<file path="src/design/assert_macros.svh">
// Assertion macros for the module that carries concurrent checks.
`ifndef ASSERT_MACROS_SVH
`define ASSERT_MACROS_SVH

// Checks that a condition holds at every rising clock edge outside reset.
`define WRHP_ASSERT_ALWAYS(label, cond, msg) \
    label: assert property (@(posedge clk) disable iff (!rst_n) (cond)) else $error(msg);

// Checks that a consequent holds whenever the antecedent holds.
`define WRHP_ASSERT_IMPLIES(label, ante, cons, msg) \
    label: assert property (@(posedge clk) disable iff (!rst_n) (ante) |-> (cons)) else $error(msg);

`endif

</file>
<file path="src/design/wrhp_pkg.sv">
// Package with the shared types, codes and constants of the WAV header parser.
package wrhp_pkg;

    localparam int CMD_W = 2;
    localparam int BYTE_W = 8;
    localparam int STATUS_W = 3;
    localparam int TDATA_OUT_W = 176;

    localparam logic [CMD_W-1:0] CMD_BYTE = 2'd0;
    localparam logic [CMD_W-1:0] CMD_END = 2'd1;
    localparam logic [CMD_W-1:0] CMD_RESTART = 2'd2;

    localparam logic [STATUS_W-1:0] ST_HEADER = 3'd0;
    localparam logic [STATUS_W-1:0] ST_DATA = 3'd1;
    localparam logic [STATUS_W-1:0] ST_SHORT_ID = 3'd2;
    localparam logic [STATUS_W-1:0] ST_SHORT_SIZE = 3'd3;
    localparam logic [STATUS_W-1:0] ST_SHORT_FORM = 3'd4;
    localparam logic [STATUS_W-1:0] ST_NOT_WAVE = 3'd5;
    localparam logic [STATUS_W-1:0] ST_SHORT_FMT = 3'd6;
    localparam logic [STATUS_W-1:0] ST_SKIP_END = 3'd7;

    // Four-character codes as they assemble little-endian.
    localparam logic [31:0] ID_RIFF = 32'h4646_4952;
    localparam logic [31:0] ID_WAVE = 32'h4556_4157;
    localparam logic [31:0] ID_FMT = 32'h2074_6D66;
    localparam logic [31:0] ID_DATA = 32'h6174_6164;

    typedef struct packed {
        logic [CMD_W-1:0]  command;
        logic [BYTE_W-1:0] data_byte;
    } item_t;

    typedef struct packed {
        logic [STATUS_W-1:0] status;
        logic [15:0]         audio_format;
        logic [15:0]         num_channels;
        logic [31:0]         sample_rate;
        logic [31:0]         byte_rate;
        logic [15:0]         block_align;
        logic [15:0]         bits_per_sample;
        logic [31:0]         data_size;
        logic [BYTE_W-1:0]   payload_byte;
        logic                payload_valid;
    } result_t;

endpackage

</file>
<file path="src/design/wrhp_in_reg.sv">
// Input register that holds one accepted transaction until the parser takes it.
module wrhp_in_reg (
    input  logic                       clk,
    input  logic                       rst_n,
    input  logic                       s_tvalid,
    output logic                       s_tready,
    input  logic [wrhp_pkg::BYTE_W-1:0] s_tdata,
    input  logic [wrhp_pkg::CMD_W-1:0]  s_tuser,
    input  logic                       take,
    output logic                       item_valid,
    output wrhp_pkg::item_t            item
);

    logic            valid_reg;
    logic            valid_next;
    wrhp_pkg::item_t item_reg;

    assign s_tready = !valid_reg || take;
    assign valid_next = s_tready ? s_tvalid : valid_reg;

    always_ff @(posedge clk or negedge rst_n)
    begin
        if (!rst_n)
        begin
            valid_reg <= 1'b0;
        end
        else
        begin
            valid_reg <= valid_next;
        end
    end

    always_ff @(posedge clk)
    begin
        if (s_tready && s_tvalid)
        begin
            item_reg.command <= s_tuser;
            item_reg.data_byte <= s_tdata;
        end
    end

    assign item_valid = valid_reg;
    assign item = item_reg;

endmodule

</file>
<file path="src/design/wrhp_core.sv">
// Parser state and the single-pass update that turns one byte or command into a result.
module wrhp_core (
    input  logic              clk,
    input  logic              rst_n,
    input  logic              step,
    input  wrhp_pkg::item_t   item,
    output wrhp_pkg::result_t result
);

    typedef enum logic [2:0] {
        PH_ID    = 3'd0,
        PH_SIZE  = 3'd1,
        PH_FORM  = 3'd2,
        PH_PROPS = 3'd3,
        PH_SKIP  = 3'd4,
        PH_XTRA  = 3'd5,
        PH_DATA  = 3'd6,
        PH_ERR   = 3'd7
    } phase_t;

    phase_t                        phase_reg;
    phase_t                        phase_next;
    logic [3:0]                    byte_count_reg;
    logic [3:0]                    byte_count_next;
    logic [31:0]                   chunk_code_reg;
    logic [31:0]                   chunk_code_next;
    logic [31:0]                   chunk_length_reg;
    logic [31:0]                   chunk_length_next;
    logic [31:0]                   skip_remaining_reg;
    logic [31:0]                   skip_remaining_next;
    logic [7:0]                    format_reg [16];
    logic [7:0]                    format_next [16];
    logic [wrhp_pkg::STATUS_W-1:0] parse_status_reg;
    logic [wrhp_pkg::STATUS_W-1:0] parse_status_next;
    logic                          pay;
    logic [31:0]                   skip_dec;
    logic [7:0]                    b;

    assign b = item.data_byte;

    always_comb
    begin
        phase_next = phase_reg;
        byte_count_next = byte_count_reg;
        chunk_code_next = chunk_code_reg;
        chunk_length_next = chunk_length_reg;
        skip_remaining_next = skip_remaining_reg;
        format_next = format_reg;
        parse_status_next = parse_status_reg;
        pay = 1'b0;
        skip_dec = (skip_remaining_reg != 32'd0) ? skip_remaining_reg - 32'd1 : 32'd0;

        case (item.command)
            wrhp_pkg::CMD_BYTE:
            begin
                unique case (phase_reg)
                    PH_ID, PH_FORM:
                    begin
                        chunk_code_next = {b, chunk_code_reg[31:8]};
                        byte_count_next = byte_count_reg + 4'd1;
                        if (byte_count_reg == 4'd3)
                        begin
                            byte_count_next = 4'd0;
                            if (phase_reg == PH_ID)
                            begin
                                phase_next = PH_SIZE;
                            end
                            else if (chunk_code_next != wrhp_pkg::ID_WAVE)
                            begin
                                parse_status_next = wrhp_pkg::ST_NOT_WAVE;
                                phase_next = PH_ERR;
                            end
                            else
                            begin
                                phase_next = PH_ID;
                            end
                        end
                    end
                    PH_SIZE:
                    begin
                        chunk_length_next = {b, chunk_length_reg[31:8]};
                        byte_count_next = byte_count_reg + 4'd1;
                        if (byte_count_reg == 4'd3)
                        begin
                            byte_count_next = 4'd0;
                            if (chunk_code_reg == wrhp_pkg::ID_RIFF)
                            begin
                                phase_next = PH_FORM;
                            end
                            else if (chunk_code_reg == wrhp_pkg::ID_FMT)
                            begin
                                phase_next = PH_PROPS;
                            end
                            else if (chunk_code_reg == wrhp_pkg::ID_DATA)
                            begin
                                phase_next = PH_DATA;
                                parse_status_next = wrhp_pkg::ST_DATA;
                            end
                            else
                            begin
                                skip_remaining_next = chunk_length_next;
                                phase_next = (chunk_length_next == 32'd0) ? PH_ID : PH_SKIP;
                            end
                        end
                    end
                    PH_PROPS:
                    begin
                        format_next[byte_count_reg] = b;
                        byte_count_next = byte_count_reg + 4'd1;
                        if (byte_count_reg == 4'd15)
                        begin
                            byte_count_next = 4'd0;
                            if (chunk_length_reg > 32'd16)
                            begin
                                skip_remaining_next = chunk_length_reg - 32'd16;
                                phase_next = PH_XTRA;
                            end
                            else
                            begin
                                phase_next = PH_ID;
                            end
                        end
                    end
                    PH_SKIP, PH_XTRA:
                    begin
                        skip_remaining_next = skip_dec;
                        if (skip_dec == 32'd0)
                        begin
                            phase_next = PH_ID;
                        end
                    end
                    PH_DATA:
                    begin
                        pay = 1'b1;
                    end
                    PH_ERR:
                    begin
                        phase_next = PH_ERR;
                    end
                endcase
            end
            wrhp_pkg::CMD_END:
            begin
                unique case (phase_reg)
                    PH_ID, PH_XTRA:
                    begin
                        parse_status_next = wrhp_pkg::ST_SHORT_ID;
                        phase_next = PH_ERR;
                    end
                    PH_SIZE:
                    begin
                        parse_status_next = wrhp_pkg::ST_SHORT_SIZE;
                        phase_next = PH_ERR;
                    end
                    PH_FORM:
                    begin
                        parse_status_next = wrhp_pkg::ST_SHORT_FORM;
                        phase_next = PH_ERR;
                    end
                    PH_PROPS:
                    begin
                        parse_status_next = wrhp_pkg::ST_SHORT_FMT;
                        phase_next = PH_ERR;
                    end
                    PH_SKIP:
                    begin
                        parse_status_next = wrhp_pkg::ST_SKIP_END;
                        phase_next = PH_ERR;
                    end
                    PH_DATA, PH_ERR:
                    begin
                        phase_next = phase_reg;
                    end
                endcase
            end
            wrhp_pkg::CMD_RESTART:
            begin
                phase_next = PH_ID;
                byte_count_next = 4'd0;
                chunk_code_next = 32'd0;
                chunk_length_next = 32'd0;
                skip_remaining_next = 32'd0;
                for (int i = 0; i < 16; i++)
                begin
                    format_next[i] = 8'd0;
                end
                parse_status_next = wrhp_pkg::ST_HEADER;
            end
            default:
            begin
                phase_next = phase_reg;
            end
        endcase
    end

    always_ff @(posedge clk or negedge rst_n)
    begin
        if (!rst_n)
        begin
            phase_reg <= PH_ID;
            byte_count_reg <= 4'd0;
            chunk_code_reg <= 32'd0;
            chunk_length_reg <= 32'd0;
            skip_remaining_reg <= 32'd0;
            for (int i = 0; i < 16; i++)
            begin
                format_reg[i] <= 8'd0;
            end
            parse_status_reg <= wrhp_pkg::ST_HEADER;
        end
        else if (step)
        begin
            phase_reg <= phase_next;
            byte_count_reg <= byte_count_next;
            chunk_code_reg <= chunk_code_next;
            chunk_length_reg <= chunk_length_next;
            skip_remaining_reg <= skip_remaining_next;
            format_reg <= format_next;
            parse_status_reg <= parse_status_next;
        end
    end

    assign result.status = parse_status_next;
    assign result.audio_format = {format_next[1], format_next[0]};
    assign result.num_channels = {format_next[3], format_next[2]};
    assign result.sample_rate = {format_next[7], format_next[6], format_next[5], format_next[4]};
    assign result.byte_rate = {format_next[11], format_next[10], format_next[9], format_next[8]};
    assign result.block_align = {format_next[13], format_next[12]};
    assign result.bits_per_sample = {format_next[15], format_next[14]};
    assign result.data_size = (parse_status_next == wrhp_pkg::ST_DATA) ? chunk_length_next : 32'd0;
    assign result.payload_byte = pay ? b : 8'd0;
    assign result.payload_valid = pay;

endmodule

</file>
<file path="src/design/wrhp_out_reg.sv">
// Result register that holds one result transaction until the sink takes it.
module wrhp_out_reg (
    input  logic              clk,
    input  logic              rst_n,
    input  logic              load,
    input  wrhp_pkg::result_t result,
    output logic              ready,
    output logic              m_tvalid,
    input  logic              m_tready,
    output wrhp_pkg::result_t held
);

    logic              valid_reg;
    logic              valid_next;
    wrhp_pkg::result_t held_reg;

    assign ready = !valid_reg || m_tready;

    always_comb
    begin
        valid_next = valid_reg;
        if (load)
        begin
            valid_next = 1'b1;
        end
        else if (m_tready)
        begin
            valid_next = 1'b0;
        end
    end

    always_ff @(posedge clk or negedge rst_n)
    begin
        if (!rst_n)
        begin
            valid_reg <= 1'b0;
        end
        else
        begin
            valid_reg <= valid_next;
        end
    end

    always_ff @(posedge clk)
    begin
        if (load)
        begin
            held_reg <= result;
        end
    end

    assign m_tvalid = valid_reg;
    assign held = held_reg;

endmodule

</file>
<file path="src/design/wav_riff_header_parser_unit.sv">
// Top level of the WAV header parser: input register, parser core and result register.
// An accepted input waits in the input register, its result in the result register.
// Throughput: one transaction per cycle unless the result register stalls.
// The input side stalls only while the result register is full and the sink is not ready.
// Reset (rst_n, asynchronous, active low) empties both registers and resets the parser.
// Parser state after reset is the same as after a restart command.
`include "assert_macros.svh"

module wav_riff_header_parser_unit (
    input  logic                                clk,
    input  logic                                rst_n,
    input  logic                                s_tvalid,
    output logic                                s_tready,
    // data_byte
    input  logic [wrhp_pkg::BYTE_W-1:0]          s_tdata,
    // command
    input  logic [wrhp_pkg::CMD_W-1:0]           s_tuser,
    output logic                                m_tvalid,
    input  logic                                m_tready,
    // status, audio_format, num_channels, sample_rate, byte_rate, block_align,
    // bits_per_sample, data_size, payload_byte, zero fill
    output logic [wrhp_pkg::TDATA_OUT_W-1:0]     m_tdata,
    // payload_valid
    output logic                                m_tuser
);

    logic              item_valid;
    wrhp_pkg::item_t   item;
    logic              res_ready;
    logic              step;
    wrhp_pkg::result_t result;
    wrhp_pkg::result_t held;

    assign step = item_valid && res_ready;

    wrhp_in_reg u_in_reg (
        .clk        (clk),
        .rst_n      (rst_n),
        .s_tvalid   (s_tvalid),
        .s_tready   (s_tready),
        .s_tdata    (s_tdata),
        .s_tuser    (s_tuser),
        .take       (step),
        .item_valid (item_valid),
        .item       (item)
    );

    wrhp_core u_core (
        .clk    (clk),
        .rst_n  (rst_n),
        .step   (step),
        .item   (item),
        .result (result)
    );

    wrhp_out_reg u_out_reg (
        .clk      (clk),
        .rst_n    (rst_n),
        .load     (step),
        .result   (result),
        .ready    (res_ready),
        .m_tvalid (m_tvalid),
        .m_tready (m_tready),
        .held     (held)
    );

    assign m_tdata = {5'd0, held.payload_byte, held.data_size, held.bits_per_sample,
                      held.block_align, held.byte_rate, held.sample_rate,
                      held.num_channels, held.audio_format, held.status};
    assign m_tuser = held.payload_valid;

    `WRHP_ASSERT_IMPLIES(a_payload_in_data, m_tvalid && held.payload_valid, held.status == wrhp_pkg::ST_DATA, "payload outside data")
    `WRHP_ASSERT_IMPLIES(a_size_in_data, m_tvalid && (held.data_size != 32'd0), held.status == wrhp_pkg::ST_DATA, "data size outside data")
    `WRHP_ASSERT_IMPLIES(a_ready_when_empty, !m_tvalid, s_tready, "input stalled with empty result register")
    `WRHP_ASSERT_IMPLIES(a_step_loads, step, ##1 m_tvalid, "result lost after parser step")

endmodule

</file>
<file path="config.mk">
export PLATFORM = sky130hd
export DESIGN_NAME = wav_riff_header_parser_unit
export DESIGN_NICKNAME = d
export VERILOG_FILES = /design/src/design/wrhp_pkg.sv /design/src/design/wrhp_in_reg.sv /design/src/design/wrhp_core.sv /design/src/design/wrhp_out_reg.sv /design/src/design/wav_riff_header_parser_unit.sv
export VERILOG_INCLUDE_DIRS = /design/src /design/src/design
export SDC_FILE = /design/constraint.sdc
export NUM_CORES = 1
export LEC_CHECK = 0
export ABC_AREA = 0
export ABC_CLOCK_PERIOD_IN_PS = 24500
export BUFFER_PORTS_ARGS = -buffer_cell sky130_fd_sc_hd__buf_4
export CAP_MARGIN = 20
export CORE_ASPECT_RATIO = 1.4
export CORE_UTILIZATION = 40
export CTS_CLUSTER_DIAMETER = 30
export DETAILED_ROUTE_END_ITERATION = 10
export GPL_TIMING_DRIVEN = 0
export HOLD_SLACK_MARGIN = 0.12
export PLACE_DENSITY = 0.6
export SETUP_SLACK_MARGIN = 0.02
export SYNTH_ARGS = -nofsm -noshare
export SYNTH_HDL_FRONTEND = slang
export SYNTH_HIERARCHICAL = 1
export SYNTH_SLANG_ARGS = --single-unit
</file>
<file path="constraint.sdc">
create_clock -name clk -period 24.5 [get_ports clk]
set_clock_uncertainty 0.1 [all_clocks]
set_input_delay 7.35 -clock clk [delete_from_list [all_inputs] [get_ports clk]]
set_output_delay 7.35 -clock clk [all_outputs]
set_load 0.02 [all_outputs]
</file>
==> results.tsv <==
metric	value	unit
status	completed	
ys_warn_count	6	
yosys.area.top_type	dfrtp_1	
hold_class	reg2reg	
relSlewSlack	17.9	%
cp-start-kind	primary input	
numPortBuffers	187	
cts.sinks	418	
synth_seq_cells	418	
whs_endpoint	u_core/chunk_code_reg[2]	
cts_hold_buffers	0	
vdd_drop_max	0.0000590	V
fp.dieW	199	µm
cts_buffer_depth	3	
setup-tns-final	0	ps
route.detailed.drc	0	
synthTopCellsByArea	dfrtp_1 (27%), edfxtp_1 (25%), nand2_1 (7.3%)	
r2r_slack	20190	ps
firstDrtPassIters	6	
first_iter_violations	1911	
antenna_left	0	
yosys_most_used_dff	dfrtp_1	
synth_cells	2230	
h-tree-depth	3	
crit_arrival	8500	ps
io-pin-count	193	
critPathCaptureType	output pin	
clkSlewWorstSetupHoldPaths	40	ps
hold_violations	0	
core_area	0.0534	mm²
pwr_density_cell	120	mW/mm²
tritoncts	done	
postCtsSetupBuffers	0	
vias	19411	
grt_start_max_net_pins	106	
vias_per_cell	5.91	
async_flop_share	56.5	%
start_util	40.6	%
grt_pass1_vias	18583	
overflow	0	
cts-resized-gates	0	
drt_wl_total	76600	µm
critPathKind	in2out	
setup_slack	8550	ps
antenna_cells	0	
place_congestion	0.909	
finalCriticalPeriod	15950	ps
cts_buffers	77	
ys_seq_area_share	52.4	%
nets	2533	
rsz0062_at_grt	no	
dp_slack	8480	ps
min_path_cells	2	
fp-row-count	100	
drive_gt1_share	16.5	%
die_h	278	µm
cts_root_buf	clkbuf_16	
rr_worst_depth	10	
cap_violations	0	
synth_edf_count	182	
synthDistinctLibCells	81	
fillers	4909	
hp-start	u_core/chunk_code_reg[2]	
r2r-end	u_core/phase_reg[2]	
clk_latency	640	ps
worst_slew_pin_slew	1230	ps
setup_viol_count_final	0	
grt_usage	28.0	%
wl_per_cell	23.3	µm
avgSynthCellArea	9.73	µm²
synthToLayoutAreaGrowth	23.5	%
p_leak	11.0	nW
max_freq	62.7	MHz
critPathMaxFanout	42	
hpwl	53600	µm
synth_area	0.0217	mm²
critPathRequiredTime	17050	ps
finalMaxSlewViolations	0	
largest_reg_flops	172	
yosys.area.top_type_share	27.2	%
rr_startpoint	u_core/skip_remaining_reg[0]	
min_period_over_period	65.1	%
antenna_found_initial	0	
grt_pass1_wl	115000	µm
die-area	0.0552	mm²
## through the flow
step                hold WS, ps  utilization, %  area, µm²  cells  total power [mW]
finish                      385            50.2      26800   3285              3.23
floorplan                   345               -      21700   2234              1.76
global placement            365            45.0      24000   3135              2.14
global route                418            50.2      26800   3285              3.38
CTS                         385            50.2      26800   3284              3.22
detailed placement          376            45.3      24200   3142              2.15
## cell usage after synthesis (13+ instances only)
master	number
xnor2_1	25
dfrtp_1	236
nor2_1	114
nand3_1	33
a31oi_1	22
mux2_2	36
buf_1	13
nor4_1	23
a21oi_1	82
clkbuf_1	172
o21ai_2	24
mux2i_1	106
inv_1	20
nand2_1	423
nand4_1	45
a32o_1	15
a22oi_1	127
nor3_1	41
edfxtp_1	182
o21ai_0	272
## critical path: stages
cell and delay [ps]:
buf_4 80, nand2b_4 110, and2_4 550, nand2b_4 270, buf_4 140
## worst max path at each step
stage	start	endpoint	slack, ps	cells after the start
after floorplan	m_tready	s_tready	4800	3
after global placement	m_tready	s_tready	2860	5
after detailed placement	m_tready	s_tready	8480	5
after CTS	m_tready	s_tready	8470	5
after global routing	m_tready	s_tready	8450	5
final	m_tready	s_tready	8550	5
## layout by cell type (no fill, tap or decap), types with 9 or more instances in the layout
cell	count
xnor2_1	25
buf_4	194
a31oi_1	22
nand2b_1	11
nor4_1	23
mux2i_1	106
inv_6	14
a21oi_1	82
a21o_1	9
nor3_1	41
nand4_1	45
xor2_1	11
dfrtp_1	236
mux2_2	36
ha_1	11
clkbuf_1	181
nand3_1	33
nand2_1	423
a22oi_1	127
o21ai_0	272
inv_1	20
o21ai_2	24
edfxtp_1	182
nor2_1	114
clkinv_4	12
and2_1	9
a32o_1	15
buf_1	13
clkbuf_16	79
## area by class of cell
type | instances | area [µm²] | area share (%)
clock inverter | 51 | 566 | 2.11
clock buffer | 91 | 2050 | 7.66
tap | 714 | 893 | 3.33
multi-input combinational | 1590 | 9410 | 35.1
buffer | 202 | 850 | 3.17
timing repair buffer | 195 | 1560 | 5.84
inverter | 24 | 90.1 | 0.336
sequential | 418 | 11400 | 42.4
## metal layers
metal	GRT usage (%)	up-vias	part of all wire, %
met5	0	-	0
met4	18.2	0	6.3
met3	4.06	211	6.1
met2	47.0	865	50
met1	33.1	9615	38
li1	-	8720	-
## cell families after synthesis
family | Yosys count | synth area share (%)
flip-flops | 418 | 52.4
multiplexers | 142 | 6.76
AND/OR/NAND/NOR | 768 | 16.2
buffers and inverters | 226 | 4.33
adder cells (fa/ha/maj) | 11 | 0.634
XOR/XNOR | 36 | 1.45
AO/OA/AOI/OAI | 628 | 18.2
other | 1 | 0.0173
## power breakdown
group / internal [mW] / switching [mW] / total, mW
clock: 0.674 / 0.391 / 1.07
combinational: 0.413 / 0.798 / 1.21
sequential: 0.857 / 0.0910 / 0.948
Power figures use the tool's default switching activity.
